===== config.mk =====
export PLATFORM = sky130hd
export DESIGN_NAME = header_checksum_frame_receiver_top
export DESIGN_NICKNAME = d
export VERILOG_FILES = /design/src/sv/hcfr_pkg.sv /design/src/sv/hcfr_seq.sv /design/src/sv/header_checksum_frame_receiver_top.sv
export VERILOG_INCLUDE_DIRS = /design/src /design/src/sv
export SDC_FILE = /design/constraint.sdc
export NUM_CORES = 1
export LEC_CHECK = 0
export CORE_ASPECT_RATIO = 0.6
export CORE_MARGIN = 2
export CORE_UTILIZATION = 52
export DETAILED_ROUTE_END_ITERATION = 6
export DONT_BUFFER_PORTS = 1
export PLACE_DENSITY = 0.68
export SYNTH_ARGS = -nofsm -noshare
export SYNTH_HDL_FRONTEND = slang
export SYNTH_SLANG_ARGS = --single-unit
export TNS_END_PERCENT = 20

===== constraint.sdc =====
create_clock -name clk -period 8 [get_ports clk]
set_input_delay 1.6 -clock clk [delete_from_list [all_inputs] [get_ports clk]]
set_output_delay 1.6 -clock clk [all_outputs]
set_load 0.03 [all_outputs]

===== src/sv/header_checksum_frame_receiver_top_macros.svh =====
// Assertion macros for the frame receiver top module.
`ifndef HEADER_CHECKSUM_FRAME_RECEIVER_TOP_MACROS_SVH
`define HEADER_CHECKSUM_FRAME_RECEIVER_TOP_MACROS_SVH

`ifndef ASSERT_OFF

// The consequent must hold in the same cycle as the antecedent.
`define HCFR_ASSERT_SAME(label, clk, rst_n, ante, cons) \
    label: assert property (@(posedge clk) disable iff (!rst_n) (ante) |-> (cons)) \
        else $error("hcfr assertion failed");

// The consequent must hold in the cycle after the antecedent.
`define HCFR_ASSERT_NEXT(label, clk, rst_n, ante, cons) \
    label: assert property (@(posedge clk) disable iff (!rst_n) (ante) |=> (cons)) \
        else $error("hcfr assertion failed");

`else

`define HCFR_ASSERT_SAME(label, clk, rst_n, ante, cons)
`define HCFR_ASSERT_NEXT(label, clk, rst_n, ante, cons)

`endif

`endif


===== src/sv/hcfr_pkg.sv =====
package hcfr_pkg;

    // Frame geometry.
    localparam int FRAME_LEN = 8;
    localparam int POS_W = $clog2(FRAME_LEN);
    localparam logic [POS_W-1:0] LAST_POS = POS_W'(FRAME_LEN - 1);

    // Configuration register indexes and reset values.
    localparam int CFG_IDX_W = 2;
    localparam logic [CFG_IDX_W-1:0] REG_HEADER_HIGH = 2'd0;
    localparam logic [CFG_IDX_W-1:0] REG_HEADER_LOW = 2'd1;
    localparam logic [CFG_IDX_W-1:0] REG_COMMAND_CODE = 2'd2;
    localparam logic [7:0] HEADER_HIGH_RST = 8'hAB;
    localparam logic [7:0] HEADER_LOW_RST = 8'hCD;
    localparam logic [7:0] COMMAND_CODE_RST = 8'h00;

    // Result kinds.
    localparam logic KIND_ECHO = 1'b0;
    localparam logic KIND_REJECT = 1'b1;

    // Microprogram addresses.
    typedef enum logic [3:0] {
        ST_FETCH     = 4'd0,
        ST_TEST_LAST = 4'd1,
        ST_TEST_HDR  = 4'd2,
        ST_STORE     = 4'd3,
        ST_FINAL     = 4'd4,
        ST_REJECT    = 4'd5,
        ST_GOOD      = 4'd6,
        ST_READ      = 4'd7,
        ST_EMIT      = 4'd8,
        ST_BACK      = 4'd9
    } step_t;

    // What a step waits for before it fires.
    typedef enum logic [1:0] {
        STALL_NONE,
        STALL_IN,
        STALL_OUT
    } stall_t;

    // Jump conditions.
    typedef enum logic [2:0] {
        C_NEVER,
        C_ALWAYS,
        C_LAST,
        C_SKIP,
        C_GOOD,
        C_ECHO_DONE
    } cond_t;

    // Datapath actions.
    typedef enum logic [2:0] {
        A_NONE,
        A_LATCH,
        A_STORE,
        A_FINAL,
        A_REJECT,
        A_GOOD,
        A_EMIT
    } act_t;

    typedef struct packed {
        stall_t stall;
        cond_t  cond;
        step_t  target;
        act_t   act;
    } ctrl_word_t;

    // Condition flags from the datapath to the sequencer.
    typedef struct packed {
        logic in_valid;
        logic out_free;
        logic last;
        logic skip;
        logic good;
        logic echo_done;
    } dp_status_t;

    // Per-cycle control from the sequencer to the datapath.
    typedef struct packed {
        logic take_in;
        logic fire;
        act_t act;
    } seq_ctrl_t;

    // Microcode ROM: one control word per step.
    function automatic ctrl_word_t hcfr_rom(step_t s);
        ctrl_word_t w;
        w = '{stall: STALL_NONE, cond: C_ALWAYS, target: ST_FETCH, act: A_NONE};
        unique case (s)
            ST_FETCH:     w = '{STALL_IN,   C_NEVER,     ST_FETCH, A_LATCH};
            ST_TEST_LAST: w = '{STALL_NONE, C_LAST,      ST_FINAL, A_NONE};
            ST_TEST_HDR:  w = '{STALL_NONE, C_SKIP,      ST_FETCH, A_NONE};
            ST_STORE:     w = '{STALL_NONE, C_ALWAYS,    ST_FETCH, A_STORE};
            ST_FINAL:     w = '{STALL_NONE, C_GOOD,      ST_GOOD,  A_FINAL};
            ST_REJECT:    w = '{STALL_OUT,  C_ALWAYS,    ST_FETCH, A_REJECT};
            ST_GOOD:      w = '{STALL_NONE, C_NEVER,     ST_FETCH, A_GOOD};
            ST_READ:      w = '{STALL_NONE, C_NEVER,     ST_FETCH, A_NONE};
            ST_EMIT:      w = '{STALL_OUT,  C_ECHO_DONE, ST_FETCH, A_EMIT};
            ST_BACK:      w = '{STALL_NONE, C_ALWAYS,    ST_EMIT,  A_NONE};
            default:      w = '{STALL_NONE, C_ALWAYS,    ST_FETCH, A_NONE};
        endcase
        return w;
    endfunction

endpackage


===== src/sv/hcfr_seq.sv =====
module hcfr_seq
    import hcfr_pkg::*;
(
    input  logic       clk,
    input  logic       rst_n,
    input  dp_status_t status,
    output seq_ctrl_t  ctrl
);

    step_t      step_reg;
    step_t      step_next;
    ctrl_word_t cw;
    logic       fire;
    logic       cond_true;

    // Control word lookup and output decode.
    always_comb
    begin
        cw = hcfr_rom(step_reg);
        unique case (cw.stall)
            STALL_NONE: fire = 1'b1;
            STALL_IN:   fire = status.in_valid;
            STALL_OUT:  fire = status.out_free;
            default:    fire = 1'b0;
        endcase
        ctrl.take_in = (cw.stall == STALL_IN);
        ctrl.fire = fire;
        ctrl.act = cw.act;
    end

    // Condition select for the jump.
    always_comb
    begin
        unique case (cw.cond)
            C_NEVER:     cond_true = 1'b0;
            C_ALWAYS:    cond_true = 1'b1;
            C_LAST:      cond_true = status.last;
            C_SKIP:      cond_true = status.skip;
            C_GOOD:      cond_true = status.good;
            C_ECHO_DONE: cond_true = status.echo_done;
            default:     cond_true = 1'b0;
        endcase
    end

    // Next step: hold while stalled, jump when the condition holds, else advance.
    always_comb
    begin
        priority if (!fire)
        begin
            step_next = step_reg;
        end
        else if (cond_true)
        begin
            step_next = cw.target;
        end
        else
        begin
            step_next = step_t'(step_reg + 4'd1);
        end
    end

    // Step counter.
    always_ff @(posedge clk or negedge rst_n)
    begin
        if (!rst_n)
        begin
            step_reg <= ST_FETCH;
        end
        else
        begin
            step_reg <= step_next;
        end
    end

endmodule


===== src/sv/header_checksum_frame_receiver_top.sv =====
// Channel  | Direction | Handshake               | Payload
// ---------+-----------+-------------------------+------------------------------------
// input    | in        | in_valid / in_ready     | rx_byte
// output   | out       | out_valid / out_ready   | kind, data_byte, last, good_count
// config   | in        | cfg_we (no wait)        | cfg_index, cfg_data
//
// A microcoded sequencer runs every byte through its steps: a dropped byte passes fetch, last test
// and header test, a stored byte then the store step, and a rejected final byte fetch, last test,
// final and reject, plus any output stall. A good final byte passes fetch, last test, final, good
// and read, then emit per echoed byte with a back step between echoes for the registered store read.
// Reset is asynchronous and active low; the frame store needs no clearing pass.
// An output stall holds the sequencer only in its output steps; the result register lets
// the next byte be taken while a result waits.

`include "header_checksum_frame_receiver_top_macros.svh"

module header_checksum_frame_receiver_top
    import hcfr_pkg::*;
(
    input  logic                 clk,
    input  logic                 rst_n,
    input  logic                 in_valid,
    output logic                 in_ready,
    input  logic [7:0]           rx_byte,
    output logic                 out_valid,
    input  logic                 out_ready,
    output logic                 kind,
    output logic [7:0]           data_byte,
    output logic                 last,
    output logic [15:0]          good_count,
    input  logic                 cfg_we,
    input  logic [CFG_IDX_W-1:0] cfg_index,
    input  logic [7:0]           cfg_data
);

    dp_status_t status;
    seq_ctrl_t  ctrl;

    logic [7:0]       header_high_reg;
    logic [7:0]       header_low_reg;
    logic [7:0]       command_code_reg;
    logic [7:0]       byte_reg;
    logic             reading_reg;
    logic             reading_next;
    logic [POS_W-1:0] pos_reg;
    logic [POS_W-1:0] pos_next;
    logic [7:0]       sum_reg;
    logic [7:0]       sum_next;
    logic [7:0]       cap1_reg;
    logic [7:0]       cap2_reg;
    logic [15:0]      count_reg;
    logic [15:0]      count_next;
    logic [POS_W-1:0] idx_reg;
    logic [POS_W-1:0] idx_next;
    logic [7:0]       rd_data_reg;
    logic [7:0]       store_mem [FRAME_LEN];
    logic             store_we;
    logic [POS_W-1:0] store_addr;
    logic             out_valid_reg;
    logic             out_valid_next;
    logic             out_kind_reg;
    logic [7:0]       out_data_reg;
    logic             out_last_reg;
    logic [15:0]      out_count_reg;
    logic             out_load;
    logic             do_latch;
    logic             do_store;
    logic             do_final;
    logic             do_reject;
    logic             do_good;
    logic             do_emit;

    // Sequencer.
    hcfr_seq u_seq (
        .clk    (clk),
        .rst_n  (rst_n),
        .status (status),
        .ctrl   (ctrl)
    );

    // Action decode, qualified by the step firing.
    assign do_latch  = ctrl.fire && (ctrl.act == A_LATCH);
    assign do_store  = ctrl.fire && (ctrl.act == A_STORE);
    assign do_final  = ctrl.fire && (ctrl.act == A_FINAL);
    assign do_reject = ctrl.fire && (ctrl.act == A_REJECT);
    assign do_good   = ctrl.fire && (ctrl.act == A_GOOD);
    assign do_emit   = ctrl.fire && (ctrl.act == A_EMIT);
    assign out_load  = do_reject || do_emit;

    // Condition flags for the sequencer.
    always_comb
    begin
        status.in_valid = in_valid;
        status.out_free = !out_valid_reg || out_ready;
        status.last = reading_reg && (pos_reg == LAST_POS);
        status.skip = !reading_reg && (byte_reg != header_high_reg);
        status.good = (cap1_reg == header_low_reg) && (cap2_reg == command_code_reg)
                      && (byte_reg == sum_reg);
        status.echo_done = (idx_reg == LAST_POS);
    end

    // Configuration registers.
    always_ff @(posedge clk or negedge rst_n)
    begin
        if (!rst_n)
        begin
            header_high_reg <= HEADER_HIGH_RST;
            header_low_reg <= HEADER_LOW_RST;
            command_code_reg <= COMMAND_CODE_RST;
        end
        else if (cfg_we)
        begin
            unique case (cfg_index)
                REG_HEADER_HIGH:  header_high_reg <= cfg_data;
                REG_HEADER_LOW:   header_low_reg <= cfg_data;
                REG_COMMAND_CODE: command_code_reg <= cfg_data;
                default:          header_high_reg <= header_high_reg;
            endcase
        end
    end

    // Frame control next values.
    always_comb
    begin
        reading_next = reading_reg;
        pos_next = pos_reg;
        sum_next = sum_reg;
        count_next = count_reg;
        idx_next = idx_reg;
        if (do_store)
        begin
            reading_next = 1'b1;
            pos_next = pos_reg + POS_W'(1);
            sum_next = sum_reg + byte_reg;
        end
        if (do_reject || do_good)
        begin
            reading_next = 1'b0;
            pos_next = '0;
            sum_next = '0;
        end
        if (do_good)
        begin
            count_next = count_reg + 16'd1;
            idx_next = '0;
        end
        if (do_emit)
        begin
            idx_next = idx_reg + POS_W'(1);
        end
    end

    // Frame control registers.
    always_ff @(posedge clk or negedge rst_n)
    begin
        if (!rst_n)
        begin
            reading_reg <= 1'b0;
            pos_reg <= '0;
            sum_reg <= '0;
            count_reg <= '0;
            idx_reg <= '0;
        end
        else
        begin
            reading_reg <= reading_next;
            pos_reg <= pos_next;
            sum_reg <= sum_next;
            count_reg <= count_next;
            idx_reg <= idx_next;
        end
    end

    // Byte latch and captures of frame bytes one and two.
    always_ff @(posedge clk)
    begin
        if (do_latch)
        begin
            byte_reg <= rx_byte;
        end
        if (do_store && (pos_reg == POS_W'(1)))
        begin
            cap1_reg <= byte_reg;
        end
        if (do_store && (pos_reg == POS_W'(2)))
        begin
            cap2_reg <= byte_reg;
        end
    end

    // Frame store: one write port, one registered read port.
    assign store_we = do_store || do_final;
    assign store_addr = do_final ? LAST_POS : pos_reg;

    always_ff @(posedge clk)
    begin
        if (store_we)
        begin
            store_mem[store_addr] <= byte_reg;
        end
        rd_data_reg <= store_mem[idx_reg];
    end

    // Result register.
    always_comb
    begin
        priority if (out_load)
        begin
            out_valid_next = 1'b1;
        end
        else if (out_ready)
        begin
            out_valid_next = 1'b0;
        end
        else
        begin
            out_valid_next = out_valid_reg;
        end
    end

    always_ff @(posedge clk or negedge rst_n)
    begin
        if (!rst_n)
        begin
            out_valid_reg <= 1'b0;
        end
        else
        begin
            out_valid_reg <= out_valid_next;
        end
    end

    always_ff @(posedge clk)
    begin
        if (out_load)
        begin
            out_kind_reg <= do_reject ? KIND_REJECT : KIND_ECHO;
            out_data_reg <= do_reject ? 8'd0 : rd_data_reg;
            out_last_reg <= do_reject || (idx_reg == LAST_POS);
            out_count_reg <= count_reg;
        end
    end

    // Port drive.
    assign in_ready = ctrl.take_in;
    assign out_valid = out_valid_reg;
    assign kind = out_kind_reg;
    assign data_byte = out_data_reg;
    assign last = out_last_reg;
    assign good_count = out_count_reg;

    // Checks.
    `HCFR_ASSERT_NEXT(a_count_step, clk, rst_n, do_good, count_reg == $past(count_reg) + 16'd1)
    `HCFR_ASSERT_SAME(a_reject_form, clk, rst_n, out_valid && (kind == KIND_REJECT), last && (data_byte == 8'd0))
    `HCFR_ASSERT_SAME(a_no_take_on_load, clk, rst_n, in_ready, !out_load)
    `HCFR_ASSERT_SAME(a_pos_idle, clk, rst_n, !reading_reg, pos_reg == '0 && sum_reg == 8'd0)

endmodule

==> qor.yml <==
status: "finished clean"
post-place-ws_ns: 4.25
worstMarginPinSlew_ns: 1.14
place_area_um2: 7810
clk_pin_slew_ns: 0.07
p_switching_mw: 1.12
clock_sinks: 182
synth.area.top_cells: "edfxtp_1 (45%), dfrtp_1 (16%), mux2_2 (4.9%)"
syn_area_um2: 7590
slew_headroom_pct: 23.7
netSwitchingFraction_pct: 35.2
final.min_clock_period_ns: 3.76
crit_required_ns: 6.40
setup_viol_count_final: 0
wl_per_cell_um: 20.2
final_layout_size_suffix_gt1_share_pct: 19.2
drcViolationCount: 0
layoutNonFillerInstCount: 719
grt_max_degree: 61
synthDistinctLibCells: 53
row_count: 34
powerDensity_nw_per_um2: 379
port_buffers: 0
placedCellCount: 687
synth.avg_cell_area_um2: 15.3
synth_cells: 496
maxCapViolations: 0
busiest_layer: "met1"
vias: 4085
gr-usage-met3_pct: 4.99
worstPathMaxFanout: 11
rsz0062_at_grt: "false"
dieArea_um2: 15600
startpoint_type: "register"
cts_resized: 0
cts_made_buffers: 17
slew_viol_final: 0
drtIter0Drc: 306
yosys.area.top_type: "edfxtp_1"
min_path_type: "register to register"
diodes: 0
synth_ff_type: "edfxtp_1"
setup_ws_ns: 4.24
initial_core_util_pct: 52.8
cts_setup_buffers: 0
drt_wl_total_um: 14500
grt_overflow: 0
skew_ns: 0.00973
yosysWarnings: 0
pin_count: 51
tns_ns: 0
holdBufCountCts: 0
antenna_found_initial: 0
cts_tree: "yes"
synth_top_area_share_pct: 45.1
cp_common_cell: "inv_1"
hold_viol_final: 0
dieWidth_um: 160
gp_congestion: 0.882
track_usage_pct: 20.1
timing.hold.ws_ns: 0.485
met1_usage_pct: 30.5
critical_path.max_stage_delay_ns: 0.52
die_h_um: 97.6
clockBufferDepth: 2
clock_power_share_pct: 25.1
ys_ff_latch: 182
end_kind: "output port"
power.total_mw: 3.18
final_nets: 549
cts_root_buf: "clkbuf_16"
synth_edf_count: 114
dr.pass1.iters: 5
syn2layout_area_growth_pct: 10.4
finalCritPeriodShare_pct: 47.0
crit_type: "register to output port"
htree_levels: 4
yosysSeqAreaShare_pct: 67.2
power_frac_comb_pct: 24.8
dp_hpwl_um: 9960
ir_drop_v: 0.000220
power_frac_seq_pct: 50.1
final_util_pct: 58.3
p_int_mw: 2.06
worst_skew_pair.late_latency_ns: 0.43
largest_reg_flops: 64
grt_pass1_vias: 4208
arrival_ns: 2.16
grt_pass1_wl_um: 23400
use_met2_pct: 28.0
vias_per_cell: 5.68
leakagePower_nw: 3.08
cp_cell_sequence: "inv_1 -> ha_1 -> or3b_2 -> inv_1"
design_area_um2: 8380
async_flop_share_pct: 33.0
core_um2: 14400
synthesis.nets: 537
slowest_stage: "or3b_2"
detail-route-antenna-nets: 0
max_freq_mhz: 266
==> cell families after synthesis <==
kind of cell / count (synthesis) / share of synthesized area, %
mux: 53 / 10.2
fa+ha+maj: 18 / 3.07
buf+inv: 24 / 1.45
compound gates: 48 / 4.01
simple gates: 126 / 8.92
xor+xnor: 45 / 5.19
flops: 182 / 67.2
==> power groups by stage <==
stage | Combinational, mW | Clock, mW | Sequential [mW]
final | 0.788 | 0.798 | 1.59
after global placement | 0.753 | 0 | 1.60
after floorplan | 0.675 | 0 | 1.47
after global routing | 0.877 | 0.848 | 1.62
after detailed placement | 0.781 | 0 | 1.61
after CTS | 0.790 | 0.807 | 1.60
==> final timing paths <==
check / from / end / slack, ns / depth (start not counted)
setup reg to reg: u_seq.step_reg[0] / store_mem[0][0] / 4.65 / 8
min in group asynchronous: rst_n / command_code_reg[7] / 0.86 / 0
hold reg to reg: count_reg[9] / good_count[9] / 0.49 / 0
hold / removal: count_reg[9] / good_count[9] / 0.49 / 0
setup / recovery: u_seq.step_reg[0] / in_ready / 4.24 / 4
max in group asynchronous: rst_n / header_high_reg[1] / 6.96 / 0
==> worst max-delay path: cells and delay by family, from the launching register on <==
kind                     cells  cell delay (ns)
buffers and inverters        2             0.34
AND/OR/NAND/NOR              1             0.52
adder cells (fa/ha/maj)      1             0.38
flip-flops                   1             0.49
==> layer usage <==
metal | vias to the layer above | part of all wire (%)
li1 | 1881 | -
met3 | 19 | 5.3
met4 | 0 | 1.6
met1 | 2065 | 50
met5 | - | 0
met2 | 120 | 43
==> cells in the mapped netlist (2+ instances only) <==
| master | n |
|---|---|
| nor2b_1 | 5 |
| a211oi_1 | 3 |
| a22o_1 | 3 |
| nor3b_1 | 3 |
| clkbuf_1 | 2 |
| and3_1 | 4 |
| a21oi_1 | 8 |
| mux2i_1 | 4 |
| a31oi_1 | 3 |
| buf_2 | 3 |
| mux4_2 | 16 |
| ha_1 | 17 |
| nand2_1 | 31 |
| inv_1 | 12 |
| dfxtp_1 | 8 |
| nand4_1 | 7 |
| xnor2_1 | 26 |
| nor2_1 | 18 |
| buf_4 | 2 |
| o31ai_1 | 2 |
| nor4_1 | 8 |
| a21o_1 | 3 |
| or3_1 | 4 |
| edfxtp_1 | 114 |
| dfrtp_1 | 50 |
| nor3_1 | 13 |
| and2b_1 | 4 |
| a22oi_1 | 2 |
| nand3b_1 | 6 |
| nand2b_1 | 3 |
| mux2_2 | 33 |
| o21ai_0 | 16 |
| dfstp_2 | 10 |
| nand3_1 | 9 |
| o211ai_1 | 2 |
| o21bai_1 | 2 |
| and2_1 | 4 |
| xor2_1 | 19 |
| buf_1 | 3 |
==> layout by cell type, fill, tap and decap left out, drive strengths merged, types with 5 or more instances in the layout <==
master  count
nand4       7
clkinv      6
nand3b      6
dfxtp       8
clkbuf     17
buf         5
mux2       33
inv        19
nor2b       5
nor3       13
nand2      31
o21ai      16
ha         17
edfxtp    114
nand3       9
nor2       18
xnor2      26
nor4        9
dfstp      10
mux4       16
dfrtp      50
a21oi       9
xor2       19
==> area by class of cell <==
class | count | area (µm²)
clock buffer | 17 | 425
sequential | 182 | 5100
timing repair buffer | 5 | 37.5
multi-input combinational | 290 | 2380
tap | 198 | 248
clock inverter | 15 | 140
inverter | 12 | 45.0
fill | 1130 | 6000
(Power assumes the default switching activity.)
